**src/hw/rtl/assert_macros.svh**
```systemverilog
// assertion helpers used by i2a_ser
`ifndef ASSERT_MACROS_SVH
`define ASSERT_MACROS_SVH
`ifndef SYNTH
// property must hold at every rising clock edge outside reset
`define ASSERT_PROP(lbl, clk, rst, prop) \
  lbl: assert property (@(posedge clk) disable iff (rst) prop) \
    else $error("assertion failed");
// condition must never be true outside reset
`define ASSERT_NEVER(lbl, clk, rst, cond) \
  lbl: assert property (@(posedge clk) disable iff (rst) !(cond)) \
    else $error("forbidden condition seen");
`else
`define ASSERT_PROP(lbl, clk, rst, prop)
`define ASSERT_NEVER(lbl, clk, rst, cond)
`endif
`endif

```
**src/hw/rtl/i2a_pkg.sv**
```systemverilog
`timescale 1ns / 1ps
`default_nettype none
package i2a_pkg;

  // width of the signed input value
  localparam int VALUE_BITS = 32;

  // decimal digits needed for the largest magnitude, 2^(VALUE_BITS-1)
  function automatic int num_digits(input int bits);
    logic [127:0] p;
    logic [127:0] lim;
    int n;
    p = 128'd1;
    lim = 128'd1 << (bits - 1);
    n = 0;
    for (int j = 0; j < 40; j++) begin
      if (p <= lim) begin
        n++;
        p = p * 128'd10;
      end
    end
    return n;
  endfunction

  localparam int DIGITS       = num_digits(VALUE_BITS);
  localparam int DIG_IDX_BITS = (DIGITS > 1) ? $clog2(DIGITS) : 1;
  localparam int CMP_BITS     = VALUE_BITS + 4;
  localparam logic [DIG_IDX_BITS-1:0] LAST_IDX = DIG_IDX_BITS'(DIGITS - 1);

  // ascii codes, 6 bits wide
  localparam logic [5:0] ASCII_ZERO  = 6'd48;
  localparam logic [5:0] ASCII_MINUS = 6'd45;

  // d * 10^k at compare width
  function automatic logic [CMP_BITS-1:0] pow10_mul(input int k, input int d);
    logic [127:0] r;
    r = 128'd1;
    for (int j = 0; j < k; j++) begin
      r = r * 128'd10;
    end
    r = r * 128'(d);
    return r[CMP_BITS-1:0];
  endfunction

  typedef logic [9:0][CMP_BITS-1:0] thresh_t;
  typedef logic [DIGITS-1:0][3:0]   digits_t;

  // word handed from cell to cell
  typedef struct packed {
    logic                    neg;
    logic [VALUE_BITS-1:0]   rem;
    digits_t                 digits;
    logic                    started;
    logic [DIG_IDX_BITS-1:0] first;
  } stage_t;

endpackage
`default_nettype wire

```
**src/hw/rtl/i2a_in_if.sv**
```systemverilog
`timescale 1ns / 1ps
`default_nettype none
interface i2a_in_if;
  logic                                 valid;
  logic                                 ready;
  logic signed [i2a_pkg::VALUE_BITS-1:0] value;

  modport source (output valid, output value, input ready);
  modport sink   (input valid, input value, output ready);
endinterface
`default_nettype wire

```
**src/hw/rtl/i2a_out_if.sv**
```systemverilog
`timescale 1ns / 1ps
`default_nettype none
interface i2a_out_if;
  logic       valid;
  logic       ready;
  logic [5:0] character;
  logic       last;

  modport source (output valid, output character, output last, input ready);
  modport sink   (input valid, input character, input last, output ready);
endinterface
`default_nettype wire

```
**src/hw/rtl/signed_int_to_decimal_ascii_top.sv**
```systemverilog
`timescale 1ns / 1ps
`default_nettype none
// signed integer to decimal ascii text
// in_chan: one beat per signed value (valid/ready, accepted when both high).
// out_chan: one beat per character, most significant first; a leading '-'
//   for negative values, no leading zeros, zero gives "0"; last marks the
//   final character of each number.
// the input beat loads the first of the DIGITS digit cells, the number
//   passes through the cells in order, and the output register loads on
//   the edge that empties the last cell.
// throughput: one character per cycle while the receiver is ready, set by
//   the single character channel; a number has 1 to 11 characters.
// the chain of digit cells, one per power of ten, keeps accepting values
//   while earlier numbers are still being sent, up to one per cell.
// a stalled receiver holds the current character; the cells fill up and
//   in_chan.ready drops once all of them hold a number.
// reset (rst, synchronous) empties every cell and the output stage.
module signed_int_to_decimal_ascii_top (
  input  wire logic clk,
  input  wire logic rst,
  i2a_in_if.sink    in_chan,
  i2a_out_if.source out_chan
);

  localparam int N = i2a_pkg::DIGITS;

  i2a_pkg::stage_t  stg [N+1];
  logic [N:0]       vld;
  logic [N:0]       rdy;
  i2a_pkg::thresh_t thr [N];

  logic [i2a_pkg::VALUE_BITS-1:0] raw;
  logic                           neg;
  i2a_pkg::stage_t                head;

  // sign and magnitude of the incoming value
  assign raw = in_chan.value;
  assign neg = raw[i2a_pkg::VALUE_BITS-1];

  always_comb begin
    head         = '0;
    head.neg     = neg;
    head.rem     = neg ? (~raw + i2a_pkg::VALUE_BITS'(1)) : raw;
    head.started = 1'b0;
  end

  assign stg[0]        = head;
  assign vld[0]        = in_chan.valid;
  assign in_chan.ready = rdy[0];

  // chain of digit cells, most significant power first
  for (genvar i = 0; i < N; i++) begin : g_cell
    for (genvar d = 0; d < 10; d++) begin : g_thr
      assign thr[i][d] = i2a_pkg::pow10_mul(N - 1 - i, d);
    end

    i2a_cell u_cell (
      .clk       (clk),
      .rst       (rst),
      .in_valid  (vld[i]),
      .in_ready  (rdy[i]),
      .in_data   (stg[i]),
      .out_valid (vld[i+1]),
      .out_ready (rdy[i+1]),
      .out_data  (stg[i+1]),
      .pos       (i2a_pkg::DIG_IDX_BITS'(i)),
      .thresh    (thr[i])
    );
  end

  // character output stage
  i2a_ser u_ser (
    .clk      (clk),
    .rst      (rst),
    .in_valid (vld[N]),
    .in_ready (rdy[N]),
    .in_data  (stg[N]),
    .out_chan (out_chan)
  );

endmodule
`default_nettype wire

```
**src/hw/rtl/i2a_cell.sv**
```systemverilog
`timescale 1ns / 1ps
`default_nettype none
module i2a_cell (
  input  wire logic                             clk,
  input  wire logic                             rst,
  input  wire logic                             in_valid,
  output logic                                  in_ready,
  input  wire i2a_pkg::stage_t                  in_data,
  output logic                                  out_valid,
  input  wire logic                             out_ready,
  output i2a_pkg::stage_t                       out_data,
  input  wire logic [i2a_pkg::DIG_IDX_BITS-1:0] pos,
  input  wire i2a_pkg::thresh_t                 thresh
);

  logic            valid;
  i2a_pkg::stage_t data;
  i2a_pkg::stage_t data_next;
  logic [3:0]      dig;

  // digit is the largest d with d * 10^k not above the remainder
  always_comb begin
    dig = 4'd0;
    for (int d = 1; d < 10; d++) begin
      if ({4'b0, in_data.rem} >= thresh[d]) begin
        dig = 4'(d);
      end
    end
  end

  // take the digit out and record it in this cell's slot
  always_comb begin
    data_next = in_data;
    data_next.rem = in_data.rem - thresh[dig][i2a_pkg::VALUE_BITS-1:0];
    data_next.digits[pos] = dig;
    if (!in_data.started && dig != 4'd0) begin
      data_next.started = 1'b1;
      data_next.first = pos;
    end
  end

  assign in_ready  = !valid || out_ready;
  assign out_valid = valid;
  assign out_data  = data;

  // stage register
  always_ff @(posedge clk) begin
    if (rst) begin
      valid <= 1'b0;
    end else if (in_valid && in_ready) begin
      valid <= 1'b1;
    end else if (out_ready) begin
      valid <= 1'b0;
    end
  end

  always_ff @(posedge clk) begin
    if (in_valid && in_ready) begin
      data <= data_next;
    end
  end

endmodule
`default_nettype wire

```
**src/hw/rtl/i2a_ser.sv**
```systemverilog
`timescale 1ns / 1ps
`default_nettype none
`include "assert_macros.svh"
module i2a_ser (
  input  wire logic            clk,
  input  wire logic            rst,
  input  wire logic            in_valid,
  output logic                 in_ready,
  input  wire i2a_pkg::stage_t in_data,
  i2a_out_if.source            out_chan
);

  logic                             busy;
  logic                             sign_phase;
  logic [i2a_pkg::DIG_IDX_BITS-1:0] idx;
  i2a_pkg::digits_t                 digits;
  logic                             is_last;
  logic                             out_beat;

  assign is_last  = !sign_phase && idx == i2a_pkg::LAST_IDX;
  assign out_beat = busy && out_chan.ready;
  assign in_ready = !busy || (out_chan.ready && is_last);

  // character shown for the current beat
  assign out_chan.valid     = busy;
  assign out_chan.last      = is_last;
  assign out_chan.character = sign_phase ? i2a_pkg::ASCII_MINUS
                                         : i2a_pkg::ASCII_ZERO + {2'b00, digits[idx]};

  // busy flag
  always_ff @(posedge clk) begin
    if (rst) begin
      busy <= 1'b0;
    end else if (in_valid && in_ready) begin
      busy <= 1'b1;
    end else if (out_beat && is_last) begin
      busy <= 1'b0;
    end
  end

  // load a number or step to the next character
  always_ff @(posedge clk) begin
    if (in_valid && in_ready) begin
      sign_phase <= in_data.neg;
      idx        <= in_data.started ? in_data.first : i2a_pkg::LAST_IDX;
      digits     <= in_data.digits;
    end else if (out_beat && !is_last) begin
      if (sign_phase) begin
        sign_phase <= 1'b0;
      end else begin
        idx <= idx + i2a_pkg::DIG_IDX_BITS'(1);
      end
    end
  end

  `ASSERT_PROP(a_more_after_mid, clk, rst, (out_beat && !is_last) |=> busy)
  `ASSERT_PROP(a_sign_then_digit, clk, rst, (out_beat && sign_phase) |=> (!sign_phase && $stable(idx)))
  `ASSERT_NEVER(a_idx_range, clk, rst, busy && idx > i2a_pkg::LAST_IDX)

endmodule
`default_nettype wire

```
**src/flat_wrapper.sv**
```systemverilog
// flat-port wrapper written by rule: the top's interface ports become plain ports
module signed_int_to_decimal_ascii_top_flat 
  (clk, rst, in_chan_valid, in_chan_value, in_chan_ready, out_chan_valid, out_chan_character, out_chan_last, out_chan_ready);
  i2a_in_if in_chan_i ();
  i2a_out_if out_chan_i ();
  input  wire logic clk;
  input  wire logic rst;
  input wire logic [$bits(in_chan_i.valid)-1:0] in_chan_valid;
  input wire logic [$bits(in_chan_i.value)-1:0] in_chan_value;
  output wire logic [$bits(in_chan_i.ready)-1:0] in_chan_ready;
  output wire logic [$bits(out_chan_i.valid)-1:0] out_chan_valid;
  output wire logic [$bits(out_chan_i.character)-1:0] out_chan_character;
  output wire logic [$bits(out_chan_i.last)-1:0] out_chan_last;
  input wire logic [$bits(out_chan_i.ready)-1:0] out_chan_ready;
  assign in_chan_i.valid = in_chan_valid;
  assign in_chan_i.value = in_chan_value;
  assign in_chan_ready = in_chan_i.ready;
  assign out_chan_valid = out_chan_i.valid;
  assign out_chan_character = out_chan_i.character;
  assign out_chan_last = out_chan_i.last;
  assign out_chan_i.ready = out_chan_ready;
  signed_int_to_decimal_ascii_top u_core (.clk(clk), .rst(rst), .in_chan(in_chan_i), .out_chan(out_chan_i));
endmodule
```
**config.mk**
```make
export PLATFORM = sky130hd
export DESIGN_NAME = signed_int_to_decimal_ascii_top_flat
export DESIGN_NICKNAME = d
export VERILOG_FILES = /design/src/hw/rtl/i2a_pkg.sv /design/src/hw/rtl/i2a_in_if.sv /design/src/hw/rtl/i2a_out_if.sv /design/src/hw/rtl/signed_int_to_decimal_ascii_top.sv /design/src/hw/rtl/i2a_cell.sv /design/src/hw/rtl/i2a_ser.sv /design/src/flat_wrapper.sv
export VERILOG_INCLUDE_DIRS = /design/src /design/src/hw/rtl
export SDC_FILE = /design/constraint.sdc
export NUM_CORES = 1
export LEC_CHECK = 0
export ABC_AREA = 1
export BUFFER_PORTS_ARGS = -buffer_cell sky130_fd_sc_hd__buf_4
export CORE_MARGIN = 2
export CORE_UTILIZATION = 35
export CTS_BUF_LIST = sky130_fd_sc_hd__clkbuf_16
export DETAILED_ROUTE_END_ITERATION = 6
export PLACE_DENSITY_LB_ADDON = 0.08
export SETUP_SLACK_MARGIN = 0.02
export SYNTH_ARGS = -nofsm -noshare
export SYNTH_HDL_FRONTEND = slang
export SYNTH_SLANG_ARGS = --single-unit
```
**constraint.sdc**
```tcl
create_clock -name clk -period 6 [get_ports clk]
set_clock_uncertainty 0.1 [all_clocks]
set_input_delay 0.3 -clock clk [delete_from_list [all_inputs] [get_ports clk]]
set_output_delay 0.3 -clock clk [all_outputs]
set_load 0.1 [all_outputs]
```
==> results of run 1 <==
Yosys cell counts, types with 5 or more instances:
library cell and n:
o2111ai_1 8, and3_1 6, ha_1 168, o211ai_1 27, nand3b_1 8, a21o_1 10, o21a_1 6, nand2_2 31
a211oi_1 8, nor3_1 68, nand3_2 7, xor2_1 159, nand2_4 6, o31ai_1 10, edfxtp_1 587, or2_2 9
fa_1 9, nand4_1 55, a21oi_2 7, clkbuf_1 13, inv_2 17, nor4_1 38, a311oi_1 5, a21oi_1 194
o21bai_1 10, a31oi_1 33, o21ai_1 20, nor2_2 32, nand2_1 699, o21ai_0 151, o221ai_1 9, nor2_1 413
nand3_1 185, nor2_4 9, a21boi_0 7, o311ai_0 6, dfxtp_1 11, inv_1 503, xnor2_1 62
kinds of logic (layout without fill, tap and decap cells):
group / Yosys count / count (layout) / synth area share, %
simple gates: 1583 / 1583 / 20.30
flops: 598 / 598 / 52.18
other cells: 2 / 3 / 0.02196
buf+inv: 545 / 728 / 6.105
fa+ha+maj: 177 / 177 / 6.673
xor+xnor: 221 / 221 / 5.659
compound gates: 531 / 531 / 9.058
worst max path at each step:
| stage | startpoint | end | cells after the start |
|---|---|---|---|
| 2_1_floorplan | u_core.u_ser.sign_phase | u_core.g_cell[7].u_cell.out_data[0] | 9 |
| 3_3_place_gp | u_core.g_cell[0].u_cell.out_data[68] | u_core.g_cell[1].u_cell.out_data[73] | 30 |
| 3_5_place_dp | u_core.g_cell[0].u_cell.out_data[68] | u_core.g_cell[1].u_cell.out_data[73] | 30 |
| 4_1_cts | u_core.g_cell[0].u_cell.out_data[68] | u_core.g_cell[1].u_cell.out_data[73] | 30 |
| 5_1_grt | u_core.g_cell[0].u_cell.out_data[68] | u_core.g_cell[1].u_cell.out_data[73] | 30 |
| 6_report | u_core.g_cell[0].u_cell.out_data[68] | u_core.g_cell[1].u_cell.out_data[73] | 30 |
cell type report:
class                           instances  area, sq um  area share (%)
Clock buffer                           73         1827           4.730
Clock inverter                         60        510.5           1.322
Inverter                              524         1969           5.099
Multi-Input combinational cell       2515        14310           37.05
Sequential cell                       598        17850           46.21
Tap cell                             1276         1597           4.134
Timing Repair Buffer                   71        563.0           1.458
what timing repair did:
| item | CTS | global route |
|---|---|---|
| setup endpoints to repair | 0 | 1 |
| gates resized for setup | 0 | 2 |
| endpoints found under the hold margin | 20 | 0 |
| hold buffers | 12 | 0 |
cells in the final DEF (no fill, tap or decap), drive strengths merged, types with 62 or more instances in the layout:
master,n
inv,538
nor2,454
nor3,70
o21ai,175
xnor2,62
clkbuf,73
xor2,159
edfxtp,587
ha,168
nand3,192
nand2,736
a21oi,201
worst max-delay path, delay by kind of cell, from the launching register on:
kind                       cells  cell delay [ps]
AOI/OAI and AO/OA              6             1160
adders and majority gates      2              520
buffers and inverters          6              900
xor gates and xnor gates       1              180
DFF                            1              500
and+or+nand+nor               15             1840
layer usage:
metal	vias up	share of wire, %	GRT usage, %
li1	12760	-	-
met1	11360	46	22.10
met4	0	3.1	6.003
met2	419	48	28.96
met3	141	3.2	2.204
met5	-	0	0
state kept, by name, indices dropped and copies added, names as in the netlist:
name,cells
u_core.g_cell.u_cell.out_data,543
u_core.u_ser.sign_phase,1
u_core.u_ser.idx,4
u_core.u_ser.digits,39
u_core.g_cell.u_cell.out_valid,10
u_core.u_ser.out_chan.valid,1
power groups by stage:
stage / Sequential (mW) / Combinational, mW / Clock, mW
2_1_floorplan: 4.96 / 1.24 / 0
3_3_place_gp: 5.05 / 1.72 / 0
3_5_place_dp: 5.05 / 1.69 / 0
4_1_cts: 4.97 / 1.71 / 4.37
5_1_grt: 4.98 / 1.93 / 4.52
6_report: 4.97 / 1.70 / 4.22
==> results_dict.tcl, run 1 <==
set metrics [dict create \
    cts_tree "yes" \
    synth-edff-count 587 \
    r2r-end "u_core.g_cell[1].u_cell.out_data[73]" \
    wl_per_cell_um 16.51 \
    fin_tns_setup_ps 0 \
    p_int_mw 7.817 \
    cts_buffer_depth 3 \
    synthCells 3657 \
    synth_top_area_share_pct 51.54 \
    worstPathArrival_ps 5760 \
    seqPwrFrac_pct 45.6 \
    p_sw_mw 3.065 \
    setup_ws_ps 484.7 \
    crit_top_cell "nand2_1" \
    ys_ff_latch 598 \
    overflow 0 \
    worstHoldPathType "in2reg" \
    p_per_area_nw_per_um2 281.8 \
    outcome "complete, no violations" \
    drt-pass1-iter-count 6 \
    synth_area_sq_um 34200 \
    ys.warnings.count 0 \
    period_share_pct 91.92 \
    grt_util_all_layers_pct 16.97 \
    cts.sinks 598 \
    layout-drive-gt1-share_pct 7.810 \
    timing.final.hold_violations 0 \
    n_antenna_cell 0 \
    avgSynthCellArea_sq_um 9.353 \
    startpoint_type "flip-flop" \
    reg2regPathDepth 30 \
    p_sw_share_pct 28.17 \
    cts-buffers-inserted 72 \
    postSynth.asyncResetShare_pct 0 \
    hold_path_end "u_core.g_cell[0].u_cell.out_data[77]" \
    slowest_stage "edfxtp_1" \
    cp_max_fo 11 \
    grt_pass1_vias 24440 \
    grt_max_degree 65 \
    regToRegStartpoint "u_core.g_cell[0].u_cell.out_data[68]" \
    endpoint_kind "flip-flop" \
    io_pins 45 \
    design_area_sq_um 38620 \
    antenna_found_initial 1 \
    slowest_delay_ps 500 \
    wl_um 84510 \
    path_class "reg2reg" \
    dpl_cell_area_sq_um 36160 \
    grt_pass1_wl_um 133500 \
    clk_pin_slew_worst_paths_ps 70 \
    die_w_um 316.6 \
    regToRegSetupSlack_ps 480 \
    clock_power_share_pct 38.8 \
    dieArea_sq_um 100200 \
    fillers 9544 \
    critPathRequiredTime_ps 6250 \
    rsz0062_at_grt "no" \
    synthTopCellsByArea "edfxtp_1, nand2_1, ha_1" \
    min_path_cells 1 \
    power_mw 10.88 \
    maxCapViolations 0 \
    port_buffers 43 \
    dp_cells 4972 \
    dp_slack_ps 524.0 \
    gp_congestion 0.8663 \
    min_period_ps 5515 \
    dr.first_iter.drc_count 1519 \
    dp_hpwl_um 65770 \
    drc 0 \
    vias 24680 \
    final_antenna_net_count 0 \
    cts_setup_buffers 0 \
    cts-root-buf "clkbuf_16" \
    postLayoutCoreUtil_pct 39.94 \
    ys_types 64 \
    ys_seq_area_share_pct 52.18 \
    worst_hold_slack_ps 53.82 \
    synth_flop_cell "edfxtp_1" \
    yosysTopAreaCell "edfxtp_1" \
    combPwrFrac_pct 15.6 \
    instances_no_fill 5117 \
    insertion_delay_ps 630 \
    htree_levels 3 \
    layout.nets 3995 \
    relSlewSlack_pct 36.99 \
    worst_pin_slew_ps 945.1 \
    ir_worst_vdd_mv 0.1846 \
    initial_core_util_pct 35.37 \
    slew_viol_final 0 \
    min_from "in_chan_value[31]" \
    finalSetupViolations 0 \
    core_sq_um 96710 \
    via_per_inst 4.823 \
    max_freq_mhz 181.3 \
    p_leak_nw 15.35 \
    synthToLayoutAreaGrowth_pct 12.92 \
    die_y_um 316.6 \
    rows 114 \
]
(Power assumes the default switching activity.)
==> run 2: changes to the inputs <==
Settings changed: ABC_AREA 1 to default.
==> results_dict.tcl, run 2 <==
set metrics [dict create \
    relSlewSlack_pct 37.09 \
    maxCapViolations 0 \
    min_from "in_chan_value[5]" \
    slew_viol_final 0 \
    port_buffers 43 \
    drc 0 \
    mostFrequentLayoutCells "edfxtp_1, buf_4, nor2_1, nand2_1, ha_1" \
    finalSetupViolations 0 \
    synthCells 2845 \
    insertion_delay_ps 610 \
    overflow 0 \
    power_mw 12.14 \
    worstPathArrival_ps 6050 \
    cts-buffers-inserted 70 \
    path_class "reg2reg" \
    vias 22880 \
    largest_reg_flops 543 \
    setup_ws_ps 191.7 \
    yosys-top-cells-count "edfxtp_1, nor2_1, nand2_1, a21oi_1, ha_1" \
    ys.warnings.count 0 \
    gp_congestion 0.8655 \
    postSynth.asyncResetShare_pct 0 \
    slowest_delay_ps 570 \
    ys_ff_latch 598 \
    min_period_ps 5808 \
    yosysTopAreaCell "edfxtp_1" \
    design_area_sq_um 39300 \
    dr.first_iter.drc_count 1467 \
    layout-drive-gt1-share_pct 19.70 \
    via_per_inst 5.113 \
    drt-pass1-iter-count 6 \
    period_share_pct 96.80 \
    dieArea_sq_um 95400 \
    wl_per_cell_um 17.60 \
    core_sq_um 91940 \
    worstHoldPathType "in2reg" \
    grt_util_all_layers_pct 16.57 \
    avgSynthCellArea_sq_um 11.43 \
    outcome "complete, no violations" \
    initial_core_util_pct 35.38 \
    reg2regPathDepth 24 \
    synthTopCellsByArea "edfxtp_1, ha_1, xnor2_1" \
    cts_buffer_depth 3 \
    cts.sinks 598 \
    crit_top_cell "a21oi_2" \
    worst_pin_slew_ps 943.6 \
    synth-edff-count 587 \
    fillers 8741 \
    postLayoutCoreUtil_pct 42.74 \
    htree_levels 3 \
    dpl_cell_area_sq_um 36350 \
    clk_pin_slew_worst_paths_ps 60 \
    r2r-end "u_core.g_cell[5].u_cell.out_data[73]" \
    grt_pass1_vias 22970 \
    critPathRequiredTime_ps 6240 \
    ir_worst_vdd_mv 0.2273 \
    synthToLayoutAreaGrowth_pct 20.80 \
    dp_hpwl_um 60110 \
    grt_pass1_wl_um 126000 \
    regToRegStartpoint "u_core.g_cell[4].u_cell.out_data[66]" \
    ys_seq_area_share_pct 54.86 \
    final_antenna_net_count 0 \
    instances_no_fill 4476 \
    grt_max_degree 69 \
    timing.final.hold_violations 0 \
    synth_flop_cell "edfxtp_1" \
    max_freq_mhz 172.2 \
    antenna_found_initial 0 \
    cts_tree "yes" \
    p_per_area_nw_per_um2 309.0 \
    die_y_um 308.9 \
    startpoint_type "flip-flop" \
    ys_types 89 \
    n_antenna_cell 0 \
    io_pins 45 \
    layout_commonest_cell "edfxtp_1" \
    yosysMostFrequentCell "edfxtp_1" \
    synth_top_area_share_pct 54.19 \
    cp_max_fo 6 \
    min_path_cells 3 \
    die_w_um 308.9 \
    regToRegSetupSlack_ps 190 \
    dp_cells 4326 \
    path_cells "or4_4 > or3_4 > nor4_4 > nand2b_1 > or4_4 > or2_2 > a41oi_2 > nand4_1 > a21o_1 > nand3_2 > ha_2 > inv_1 > fa_1 > a21o_1 > a21oi_2 > o21bai_1 > a21oi_2 > o21bai_2 > a21oi_2 > o31ai_4 > nor3_2 > buf_4 > nand3b_1 > xnor2_1" \
    p_leak_nw 14.16 \
    endpoint_kind "flip-flop" \
    hold_path_end "u_core.g_cell[0].u_cell.out_data[50]" \
    layout.nets 3390 \
    wl_um 78770 \
    slowest_stage "or4_4" \
    synth_area_sq_um 32530 \
    cts-root-buf "clkbuf_16" \
    rows 111 \
    dp_slack_ps -237.7 \
]
-- run 2: cell types whose count changed in the layout (fill, tap and decap cells not counted), sizes merged, moves of 64 or more --
cell / before / now
xor2: 159 / 95
nand3: 192 / 57
inv: 538 / 146
buf: 59 / 355
nand2: 736 / 179
nor2: 454 / 236
xnor2: 62 / 136
-- run 2: timing repair --
item / 4_1_cts / 5_1_grt
hold buffers: 4 / 0
buffers inserted: 2 / 16
resized for setup: 19 / 110
pin swaps: 4 / 33
hold endpoints to repair: 13 / 0
cloned: 0 / 0
endpoints found under the setup margin: 49 / 93
-- run 2: stage by stage --
stage	setup TNS, ps	hold slack, ps
floorplan	0	269.1
global placement	-2357	301.1
detailed placement	-3903	304.5
CTS	0	1.513
global route	-195.8	15.33
finish	0	37.97
-- run 2: final cells by class --
| type | instances | area (sq um) | area share (%) |
|---|---|---|---|
| Timing Repair Buffer | 359 | 2705 | 6.884 |
| Clock buffer | 71 | 1777 | 4.521 |
| Clock inverter | 57 | 465.4 | 1.184 |
| Inverter | 125 | 469.2 | 1.194 |
| Sequential cell | 598 | 17850 | 45.42 |
| Tap cell | 1243 | 1555 | 3.958 |
| Multi-Input combinational cell | 2023 | 14480 | 36.84 |
-- run 2: worst max-delay path by stage --
stage                                         startpoint                                   end  slack, ps  depth (start not counted)
floorplan           u_core.g_cell[5].u_cell.out_data[64]  u_core.g_cell[6].u_cell.out_data[72]         20                         24
global placement                        in_chan_value[2]  u_core.g_cell[0].u_cell.out_data[75]       -170                         25
detailed placement                      in_chan_value[8]  u_core.g_cell[0].u_cell.out_data[74]       -240                         24
CTS                 u_core.g_cell[5].u_cell.out_data[64]  u_core.g_cell[6].u_cell.out_data[71]         20                         22
global route        u_core.g_cell[1].u_cell.out_data[49]  u_core.g_cell[2].u_cell.out_data[73]        -70                         23
finish              u_core.g_cell[4].u_cell.out_data[66]  u_core.g_cell[5].u_cell.out_data[73]        190                         24
-- run 2: power breakdown --
part           internal, mW  total [mW]  switching (mW)  leakage, nW
Sequential             4.91        5.25           0.338         5.30
Combinational          1.30        2.79            1.49         7.70
Clock                  2.40        4.10            1.70         1.16
-- run 2: routing by layer --
metal | track usage (%) | routed length (um) | vias to the layer above
li1 | - | - | 11360
met1 | 20.61 | 34340 | 11040
met2 | 29.64 | 39770 | 354
met3 | 2.302 | 2362 | 133
met4 | 5.216 | 2287 | 0
met5 | 0 | 0 | -
-- run 2: kinds of logic (layout without fill, tap and decap cells) --
kind of cell / Yosys count / after routing / synth area share [%]
buf+inv: 225 / 612 / 2.612
xor+xnor: 231 / 231 / 6.243
compound gates: 649 / 649 / 13.23
mux: 22 / 22 / 0.9693
flops: 598 / 598 / 54.86
other cells: 2 / 3 / 0.02309
simple gates: 938 / 938 / 14.95
fa+ha+maj: 180 / 180 / 7.108
-- run 2: critical path, delay by kind of cell (launching register included) --
| kind | cells | cell delay (ps) |
|---|---|---|
| buffers and inverters | 2 | 220 |
| and+or+nand+nor | 10 | 2620 |
| xor gates and xnor gates | 1 | 140 |
| DFF | 1 | 430 |
| adders and majority gates | 2 | 570 |
| AOI/OAI and AO/OA | 9 | 1450 |
